--- config.mk ---
export PLATFORM = sky130hd
export DESIGN_NAME = top_k_fitness_selector_top
export DESIGN_NICKNAME = d
export VERILOG_FILES = /design/src/rtl/core/tkfs_pkg.sv /design/src/rtl/core/top_k_fitness_selector_top.sv /design/src/rtl/core/tkfs_datapath.sv /design/src/rtl/core/tkfs_ctrl.sv
export VERILOG_INCLUDE_DIRS = /design/src /design/src/rtl/core
export SDC_FILE = /design/constraint.sdc
export NUM_CORES = 2
export LEC_CHECK = 0
export BUFFER_PORTS_ARGS = -buffer_cell sky130_fd_sc_hd__buf_4
export CORE_MARGIN = 2
export CORE_UTILIZATION = 35
export CTS_BUF_LIST = sky130_fd_sc_hd__clkbuf_4 sky130_fd_sc_hd__clkbuf_8
export CTS_CLUSTER_SIZE = 30
export DETAILED_ROUTE_END_ITERATION = 8
export HOLD_SLACK_MARGIN = 0.08
export SLEW_MARGIN = 20
export SYNTH_ARGS = -nofsm -noshare
export SYNTH_HDL_FRONTEND = slang
export SYNTH_SLANG_ARGS = --single-unit
export TNS_END_PERCENT = 100
--- constraint.sdc ---
create_clock -name clk -period 9.6 [get_ports clk]
set_input_delay 0 -clock clk [delete_from_list [all_inputs] [get_ports clk]]
set_output_delay 0 -clock clk [all_outputs]
set_load 0.02 [all_outputs]
--- src/rtl/core/top_k_fitness_selector_top_defines.svh ---
// ----------------------------------------------------------------------------
// Top-k fitness selector: assertion macros
// Shared property wrappers, clocked on clk and disabled while rst is high.
// ----------------------------------------------------------------------------
`ifndef TOP_K_FITNESS_SELECTOR_TOP_DEFINES_SVH
`define TOP_K_FITNESS_SELECTOR_TOP_DEFINES_SVH

// Same-cycle implication.
`define TKFS_ASSERT_SAME(label, ante, cons) \
  label: assert property (@(posedge clk) disable iff (rst) (ante) |-> (cons)) \
    else $error("tkfs same-cycle check failed");

// Next-cycle implication.
`define TKFS_ASSERT_NEXT(label, ante, cons) \
  label: assert property (@(posedge clk) disable iff (rst) (ante) |=> (cons)) \
    else $error("tkfs next-cycle check failed");

`endif

--- src/rtl/core/tkfs_pkg.sv ---
`default_nettype none
// ----------------------------------------------------------------------------
// Top-k fitness selector package
// Field widths and the command/status groups between controller and datapath.
// ----------------------------------------------------------------------------
package tkfs_pkg;

  localparam int FIT_W     = 32;
  localparam int IDX_W     = 10;
  localparam int RANK_W    = 4;
  localparam int KEEP_CFG_W = 5;
  localparam logic [KEEP_CFG_W-1:0] KEEP_RESET = 5'd16;
  localparam logic [RANK_W-1:0] RANK_MAX = 4'hF;
  localparam int OUT_DATA_W = 48;

  typedef struct packed {
    logic              insert;     // accepted item; enters the cells unless past MAX_AGENTS
    logic              emit;       // load head into output register, shift up
    logic              emit_last;  // the entry being loaded ends the run
    logic              clear;      // reset list, position and overflow flag
    logic [RANK_W-1:0] rank;       // rank of the entry being loaded
  } dp_cmd_t;

  typedef struct packed {
    logic empty;     // no kept entries
    logic one_left;  // exactly one kept entry
  } dp_stat_t;

endpackage

`default_nettype wire

--- src/rtl/core/top_k_fitness_selector_top.sv ---
// ----------------------------------------------------------------------------
// Top-k fitness selector
// Keeps the fittest items of a population and reads them out best first.
//
// Input stream (s_*): one signed fitness per transfer, population order;
//   s_tlast marks the final item. Items are numbered internally from 0.
// Output stream (m_*): one kept entry per transfer, rank 0 first; m_tlast
//   marks the final entry, m_tuser flags that the population overran
//   MAX_AGENTS (extra items are not ranked but still end the population).
// Configuration: cfg_wen/cfg_wdata write keep_count while the block is idle.
// Throughput: one input item per cycle while collecting; the insertion into
//   the compare-and-shift cells completes in the cycle of the transfer.
// Readout: the last item's transfer moves the controller to readout, where it
//   loads the output register, then one result per cycle while m_tready is high;
//   input is held off for the readout of up to min(kept, 16) entries.
// Stall: the output register holds its entry while m_tready is low, and the
//   list shift pauses with it.
// Reset: empty list, item count zero, keep_count back to 16.
// ----------------------------------------------------------------------------
`default_nettype none

`include "top_k_fitness_selector_top_defines.svh"

module top_k_fitness_selector_top
  import tkfs_pkg::*;
#(
  parameter int MAX_KEEP   = 16,
  parameter int MAX_AGENTS = 1024
) (
  input  wire logic                  clk,
  input  wire logic                  rst,
  // configuration
  input  wire logic                  cfg_wen,
  input  wire logic [KEEP_CFG_W-1:0] cfg_wdata,   // keep_count
  // input stream
  input  wire logic                  s_tvalid,
  output logic                       s_tready,
  input  wire logic [FIT_W-1:0]      s_tdata,     // [31:0] fitness
  input  wire logic                  s_tlast,     // last item of population
  // output stream
  output logic                       m_tvalid,
  input  wire logic                  m_tready,
  output logic [OUT_DATA_W-1:0]      m_tdata,     // [3:0] rank, [13:4] agent_index,
                                                  // [45:14] kept_fitness, [47:46] zero
  output logic                       m_tlast,     // last_of_run
  output logic                       m_tuser      // overflow
);

  dp_cmd_t  cmd;
  dp_stat_t stat;

  // Sequencing: collect items, then drain the list through the output register.
  tkfs_ctrl u_ctrl (
    .clk      (clk),
    .rst      (rst),
    .s_tvalid (s_tvalid),
    .s_tlast  (s_tlast),
    .s_tready (s_tready),
    .m_tready (m_tready),
    .m_tvalid (m_tvalid),
    .stat     (stat),
    .cmd      (cmd)
  );

  // Cells, counters and the output payload.
  tkfs_datapath #(
    .MAX_KEEP   (MAX_KEEP),
    .MAX_AGENTS (MAX_AGENTS)
  ) u_datapath (
    .clk        (clk),
    .rst        (rst),
    .cfg_wen    (cfg_wen),
    .cfg_wdata  (cfg_wdata),
    .in_fitness (signed'(s_tdata)),
    .cmd        (cmd),
    .stat       (stat),
    .out_data   (m_tdata),
    .out_last   (m_tlast),
    .out_ovf    (m_tuser)
  );

  // Insertion and readout never share a cycle.
  `TKFS_ASSERT_SAME(a_insert_emit_excl, cmd.insert, !cmd.emit)
  // The last item hands over to the readout at once.
  `TKFS_ASSERT_NEXT(a_last_blocks_input, s_tvalid && s_tready && s_tlast, !s_tready)
  // Ending a readout leaves an empty list ready for the next population.
  `TKFS_ASSERT_NEXT(a_clear_empties, cmd.clear, stat.empty && s_tready)

endmodule

`default_nettype wire

--- src/rtl/core/tkfs_datapath.sv ---
`default_nettype none
// ----------------------------------------------------------------------------
// Top-k fitness selector datapath
// Compare-and-shift cells, item counter, keep_count register, output register.
// ----------------------------------------------------------------------------
module tkfs_datapath
  import tkfs_pkg::*;
#(
  parameter int MAX_KEEP   = 16,
  parameter int MAX_AGENTS = 1024
) (
  input  wire logic                    clk,
  input  wire logic                    rst,
  input  wire logic                    cfg_wen,
  input  wire logic [KEEP_CFG_W-1:0]   cfg_wdata,
  input  wire logic signed [FIT_W-1:0] in_fitness,
  input  wire dp_cmd_t                 cmd,
  output dp_stat_t                     stat,
  output logic [OUT_DATA_W-1:0]        out_data,
  output logic                         out_last,
  output logic                         out_ovf
);

  localparam int CNT_W = $clog2(MAX_KEEP + 1);
  localparam int POS_W = $clog2(MAX_AGENTS + 1);
  localparam int KW    = (CNT_W > KEEP_CFG_W) ? CNT_W : KEEP_CFG_W;

  logic [KEEP_CFG_W-1:0]   keep_count;
  logic [CNT_W-1:0]        filled;
  logic [POS_W-1:0]        pos;
  logic                    ovf_seen;

  logic signed [FIT_W-1:0] fit_q [MAX_KEEP];
  logic [IDX_W-1:0]        idx_q [MAX_KEEP];

  logic [RANK_W-1:0]       out_rank;
  logic [IDX_W-1:0]        out_idx;
  logic signed [FIT_W-1:0] out_fit;

  logic [KW-1:0]           kc_ext;
  logic [KW-1:0]           kc_min;
  logic [KW-1:0]           kc_lim;
  logic [CNT_W-1:0]        k_eff;
  logic [CNT_W-1:0]        fill_eff;
  logic [CNT_W-1:0]        fill_grow;
  logic [MAX_KEEP-1:0]     ins;
  logic [MAX_KEEP-1:0]     first;
  logic                    pos_ok;
  logic                    take;
  logic [POS_W+IDX_W-1:0]  pos_ext;
  logic [IDX_W-1:0]        item_idx;

  // Effective keep count: zero means one, clip to the cell count.
  always_comb begin
    kc_ext   = KW'(keep_count);
    kc_min   = (kc_ext == '0) ? KW'(1) : kc_ext;
    kc_lim   = (kc_min > KW'(MAX_KEEP)) ? KW'(MAX_KEEP) : kc_min;
    k_eff    = kc_lim[CNT_W-1:0];
    fill_eff = (filled > k_eff) ? k_eff : filled;
    fill_grow = (fill_eff < k_eff) ? fill_eff + CNT_W'(1) : k_eff;
  end

  assign pos_ok   = pos < POS_W'(MAX_AGENTS);
  assign take     = cmd.insert && pos_ok;
  assign pos_ext  = (POS_W + IDX_W)'(pos);
  assign item_idx = pos_ext[IDX_W-1:0];

  // A cell within the keep count takes a new value when the newcomer beats it or it is an empty slot.
  always_comb begin
    for (int i = 0; i < MAX_KEEP; i++) begin
      ins[i] = (CNT_W'(i) < k_eff) &&
               ((CNT_W'(i) >= fill_eff) || (in_fitness > fit_q[i]));
    end
  end

  for (genvar g = 0; g < MAX_KEEP; g++) begin : g_cell
    if (g == 0) begin : g_head
      assign first[g] = ins[g];
    end else begin : g_body
      assign first[g] = ins[g] && !ins[g-1];
    end

    always_ff @(posedge clk) begin
      if (cmd.emit) begin
        // shift towards the head while the list is read out
        if (g < MAX_KEEP - 1) begin
          fit_q[g] <= fit_q[(g + 1) % MAX_KEEP];
          idx_q[g] <= idx_q[(g + 1) % MAX_KEEP];
        end
      end else if (take && ins[g]) begin
        if (first[g]) begin
          fit_q[g] <= in_fitness;
          idx_q[g] <= item_idx;
        end else begin
          fit_q[g] <= fit_q[(g + MAX_KEEP - 1) % MAX_KEEP];
          idx_q[g] <= idx_q[(g + MAX_KEEP - 1) % MAX_KEEP];
        end
      end
    end
  end

  always_ff @(posedge clk) begin
    if (rst) begin
      keep_count <= KEEP_RESET;
      filled     <= '0;
      pos        <= '0;
      ovf_seen   <= 1'b0;
    end else begin
      if (cfg_wen) begin
        keep_count <= cfg_wdata;
      end
      if (cmd.clear) begin
        filled   <= '0;
        pos      <= '0;
        ovf_seen <= 1'b0;
      end else if (cmd.emit) begin
        filled <= filled - CNT_W'(1);
      end else if (cmd.insert) begin
        if (pos_ok) begin
          filled <= (|ins) ? fill_grow : fill_eff;
          pos    <= pos + POS_W'(1);
        end else begin
          filled   <= fill_eff;
          ovf_seen <= 1'b1;
        end
      end
    end
  end

  // Output register payload
  always_ff @(posedge clk) begin
    if (cmd.emit) begin
      out_rank <= cmd.rank;
      out_idx  <= idx_q[0];
      out_fit  <= fit_q[0];
      out_last <= cmd.emit_last;
      out_ovf  <= ovf_seen;
    end
  end

  assign out_data = {(OUT_DATA_W - FIT_W - IDX_W - RANK_W)'(0), out_fit, out_idx, out_rank};

  assign stat.empty    = (filled == '0);
  assign stat.one_left = (filled == CNT_W'(1));

endmodule

`default_nettype wire

--- src/rtl/core/tkfs_ctrl.sv ---
`default_nettype none
// ----------------------------------------------------------------------------
// Top-k fitness selector controller
// Collect/readout sequencing and the output valid flag.
// ----------------------------------------------------------------------------
module tkfs_ctrl
  import tkfs_pkg::*;
(
  input  wire logic     clk,
  input  wire logic     rst,
  input  wire logic     s_tvalid,
  input  wire logic     s_tlast,
  output logic          s_tready,
  input  wire logic     m_tready,
  output logic          m_tvalid,
  input  wire dp_stat_t stat,
  output dp_cmd_t       cmd
);

  typedef enum logic [0:0] {
    ST_COLLECT,
    ST_EMIT
  } state_t;

  state_t            state;
  logic [RANK_W-1:0] rank;
  logic              accept_in;
  logic              out_free;

  assign s_tready  = (state == ST_COLLECT);
  assign accept_in = s_tvalid && s_tready;
  assign out_free  = !m_tvalid || m_tready;

  always_comb begin
    cmd.insert    = accept_in;
    cmd.emit      = (state == ST_EMIT) && out_free && !stat.empty;
    cmd.emit_last = cmd.emit && (stat.one_left || (rank == RANK_MAX));
    cmd.clear     = cmd.emit_last || ((state == ST_EMIT) && stat.empty);
    cmd.rank      = rank;
  end

  always_ff @(posedge clk) begin
    if (rst) begin
      state    <= ST_COLLECT;
      rank     <= '0;
      m_tvalid <= 1'b0;
    end else begin
      if (cmd.emit) begin
        m_tvalid <= 1'b1;
      end else if (m_tready) begin
        m_tvalid <= 1'b0;
      end
      unique case (state)
        ST_COLLECT: begin
          rank <= '0;
          if (accept_in && s_tlast) begin
            state <= ST_EMIT;
          end
        end
        ST_EMIT: begin
          if (cmd.emit) begin
            rank <= rank + RANK_W'(1);
          end
          if (cmd.clear) begin
            state <= ST_COLLECT;
          end
        end
        default: begin
          state <= ST_COLLECT;
        end
      endcase
    end
  end

endmodule

`default_nettype wire
==> run_results.csv <==
group,metric,value,unit
die,die_w,382,um
global_route,grt_max_degree,87,
critical_path,worstPathArrival,7.07,ns
global_route,grtUsageTotal,19.2,%
sta,rsz0062_at_grt,"no",
flow_run,cap_viol_max_count,0,
place,hpwlAfterDp,105,mm
critical_path,critPathSlowestCell,"a311oi_1",
cells_and_area,drive_above_1_share,8.72,%
synthesis,ys_async_sr_fraction,0,%
route,drt-total-wl,143,mm
power,clkPwrFrac,15.2,%
synthesis,synth-seq-cells,748,
clocking,cts-resized-gates,0,
sta,worst_pin_slew,1.10,ns
synthesis,synth-edff-count,720,
route,vias,38886,
sta,whs,0.150,ns
critical_path,end_kind,"flop",
clocking,clock_path_buffers,3,
route,dr.first_iter.drc_count,2618,
route,ant_nets,0,
global_route,overflow,0,
synthesis,seq_area_frac_synth,44.4,%
sta,report.final.slew_viol_count,0,
clocking,numCtsBuffers,137,
synthesis,syn_avg_cell_area,9.66,sq um
synthesis,synth_warnings,0,
cells_and_area,nets,5814,
clocking,clock-sinks,748,
place,gp_congestion,0.885,
critical_path,crit_type,"flop to flop",
die,io_pins,95,
sta,maxSlewHeadroom,26.0,%
clocking,htreeDepth,4,
cells_and_area,nFillCells,14132,
synthesis,synth_top_flop_cell,"edfxtp_1",
die,die_area,146000,sq um
power,p_int,11.6,mW
power,p_switching,8.75,mW
sta,fmax,0.154,GHz
global_route,grt_pass1_wl,222,mm
global_route,antenna_found_initial,3,
critical_path,critical_path.max_stage_delay,0.73,ns
route,dr.pass1.iters,7,
cells_and_area,postLayoutCoreUtil,39.5,%
power,p_leak,25.0,nW
place,port-buffer-count,92,
critical_path,crit_chain,"clkinv_1, nand2_1, ha_1, o21ai_0, o221ai_4, nand2_2, mux2_2, inv_1, ha_1, inv_1, o32a_1, o32ai_1, a311oi_1, nand2b_2, buf_4, or2_2, buf_4, a21oi_1",
sta,fin_skew,0.0469,ns
min_path,hp-class,"input port to flop",
critical_path,crit_required,10.17,ns
run_status,status,"finished clean",
route,via_per_inst,5.38,
die,dieHeight,382,um
route,wl_per_cell,19.7,um
clocking,clk_latency,0.87,ns
die,start_util,35.2,%
sta,fin_crit,6.50,ns
clocking,cts_setup_buffers,0,
power,comb_power_share,47.6,%
clocking,cts_tree,"built",
global_route,grt_pass1_vias,39463,
synthesis,synthesis.area,49900,sq um
sta,finalCritPeriodShare,67.7,%
cells_and_area,area_growth,12.1,%
synthesis,synthCells,5165,
synthesis,yosysUniqueCellTypes,85,
sta,tns,0,ns
clocking,root_buffer,"clkbuf_8",
die,core-area,142000,sq um
die,rows,138,
power,power.density,363,nW/um^2
critical_path,cp_max_fo,86,
clocking,clk_pin_slew,0.06,ns
power,peakVddDrop,252,uV
power,seq_power_share,37.2,%
critical_path,critPathLaunchType,"flop",
sta,finalSetupViolCount,0,
power,power.share.switching,43.0,%
route,drc_errors,0,
sta,hold_viol_final,0,
[area by class of cell]
type | count | area [sq um] | share of cell area, %
multi-input combinational | 3591 | 24800 | 44.4
sequential | 748 | 22200 | 39.6
tap | 1890 | 2360 | 4.23
clock buffer | 175 | 2230 | 3.99
inverter | 535 | 2010 | 3.59
timing repair buffer | 230 | 1910 | 3.42
clock inverter | 55 | 400 | 0.716
antenna | 6 | 15.0 | 0.0268
[power by group through the flow]
stage	clock network, mW	logic (mW)	registers [mW]
after global routing	3.29	11.0	7.73
after CTS	3.17	9.67	7.59
after detailed placement	0	9.60	7.63
final	3.09	9.67	7.57
after global placement	0	9.24	7.66
after floorplan	0	7.29	7.00
[logic make-up (layout without fill, tap and decap cells)]
group	count (synthesis)	count (layout)	synth area share (%)
compound gates	1256	1256	14.0
xor+xnor	20	20	0.351
fa+ha+maj	528	528	13.2
buf+inv	827	995	6.45
flops	748	748	44.4
mux	522	522	10.5
other cells	1	8	0.00751
simple gates	1263	1263	11.0
[path summary, 6_finish.rpt]
check / startpoint / to / slack [ns] / cells after the start
worst max-delay path: u_datapath.kc_ext[4] / u_datapath.fit_q[2][58] / 3.10 / 18
worst min-delay path: s_tdata[27] / u_datapath.fit_q[3][59] / 0.15 / 4
worst max register to register: u_datapath.kc_ext[4] / u_datapath.fit_q[2][58] / 3.10 / 18
worst min register to register: u_datapath.ovf_seen / u_datapath.out_ovf / 0.44 / 0
[layout by cell type, fill, tap and decap left out, drive strengths merged, types with 7 or more instances in the layout]
cell type and instances:
a211oi 16, a21o 68, a21oi 690, a221o 8, a221oi 18, a31oi 20
and3 9, and4 12, buf 161, clkbuf 175, clkinv 42, clkinvlp 9
dfxtp 28, dlygate4sd3 69, edfxtp 720, ha 528, inv 534, mux2 24
mux2i 498, nand2 418, nand2b 10, nand3 46, nand4 111, nor2 553
nor2b 20, nor3 24, nor4 23, o211ai 23, o21a 7, o21ai 343
or2 10, or3 11, xor2 14
[timing repair]
| action | 4_1_cts | 5_1_grt |
|---|---|---|
| setup endpoints to repair | 0 | 0 |
| endpoints found under the hold margin | 542 | 0 |
| hold buffers | 69 | 0 |
[routing by layer]
layer | routed length (um) | track usage, %
met5 | 0 | 0
met1 | 61900 | 23.9
met3 | 5250 | 2.73
met4 | 5150 | 7.47
met2 | 70400 | 33.5
[state kept, by name, indices dropped and copies added, names as in the netlist]
signal and flops:
u_datapath.out_ovf 1, u_datapath.out_rank 4, u_ctrl.state 1, u_datapath.out_last 1, u_datapath.ovf_seen 1, u_ctrl.rank 4, u_datapath.kc_ext 5, u_datapath.filled 5
u_datapath.pos 11, u_datapath.fit_q 512, u_datapath.out_fit 32, u_datapath.out_idx 10, u_ctrl.m_tvalid 1, u_datapath.idx_q 160
[synthesized netlist by cell type (all sizes together) (7+ instances only)]
master  instances  area share, %
nand4         111            1.4
nand2         418            3.1
mux2           24           0.54
o211ai         23           0.35
dfxtp          28            1.1
and3            9           0.11
a211oi         16           0.26
inv           533            4.0
xor2           14           0.25
o21a            7           0.11
mux2i         498             10
and4           12           0.21
a21o           68            1.0
or3            11           0.14
buf            88           0.88
ha            528             13
nor2b          20           0.25
nand3          46           0.46
nor4           23           0.29
a31oi          20           0.25
edfxtp        720             43
a221oi         18           0.33
a21oi         690            6.9
a221o           8           0.16
clkbuf        204            1.5
nor2          553            4.2
nand2b         10           0.13
o21ai         343            3.4
or2            10           0.13
nor3           24           0.26
[per-stage QoR]
stage	cells	power (mW)	cell area, sq um	worst slack (ns)
6_report	7230	20.3	55900	3.10
4_1_cts	7224	20.4	55900	3.14
3_5_place_dp	6925	17.2	52600	3.21
2_1_floorplan	5166	14.3	49900	2.62
5_1_grt	7229	22.0	55900	2.55
3_3_place_gp	6924	16.9	52600	3.36
[worst max-delay path: cells and delay by family (launching register included)]
kind	cells	cell delay, ns
buffers and inverters	5	1.80
AOI/OAI and AO/OA	6	1.68
and+or+nand+nor	4	1.09
DFF	1	0.70
adders and majority gates	2	0.52
muxes	1	0.27
(Power assumes the default switching activity.)
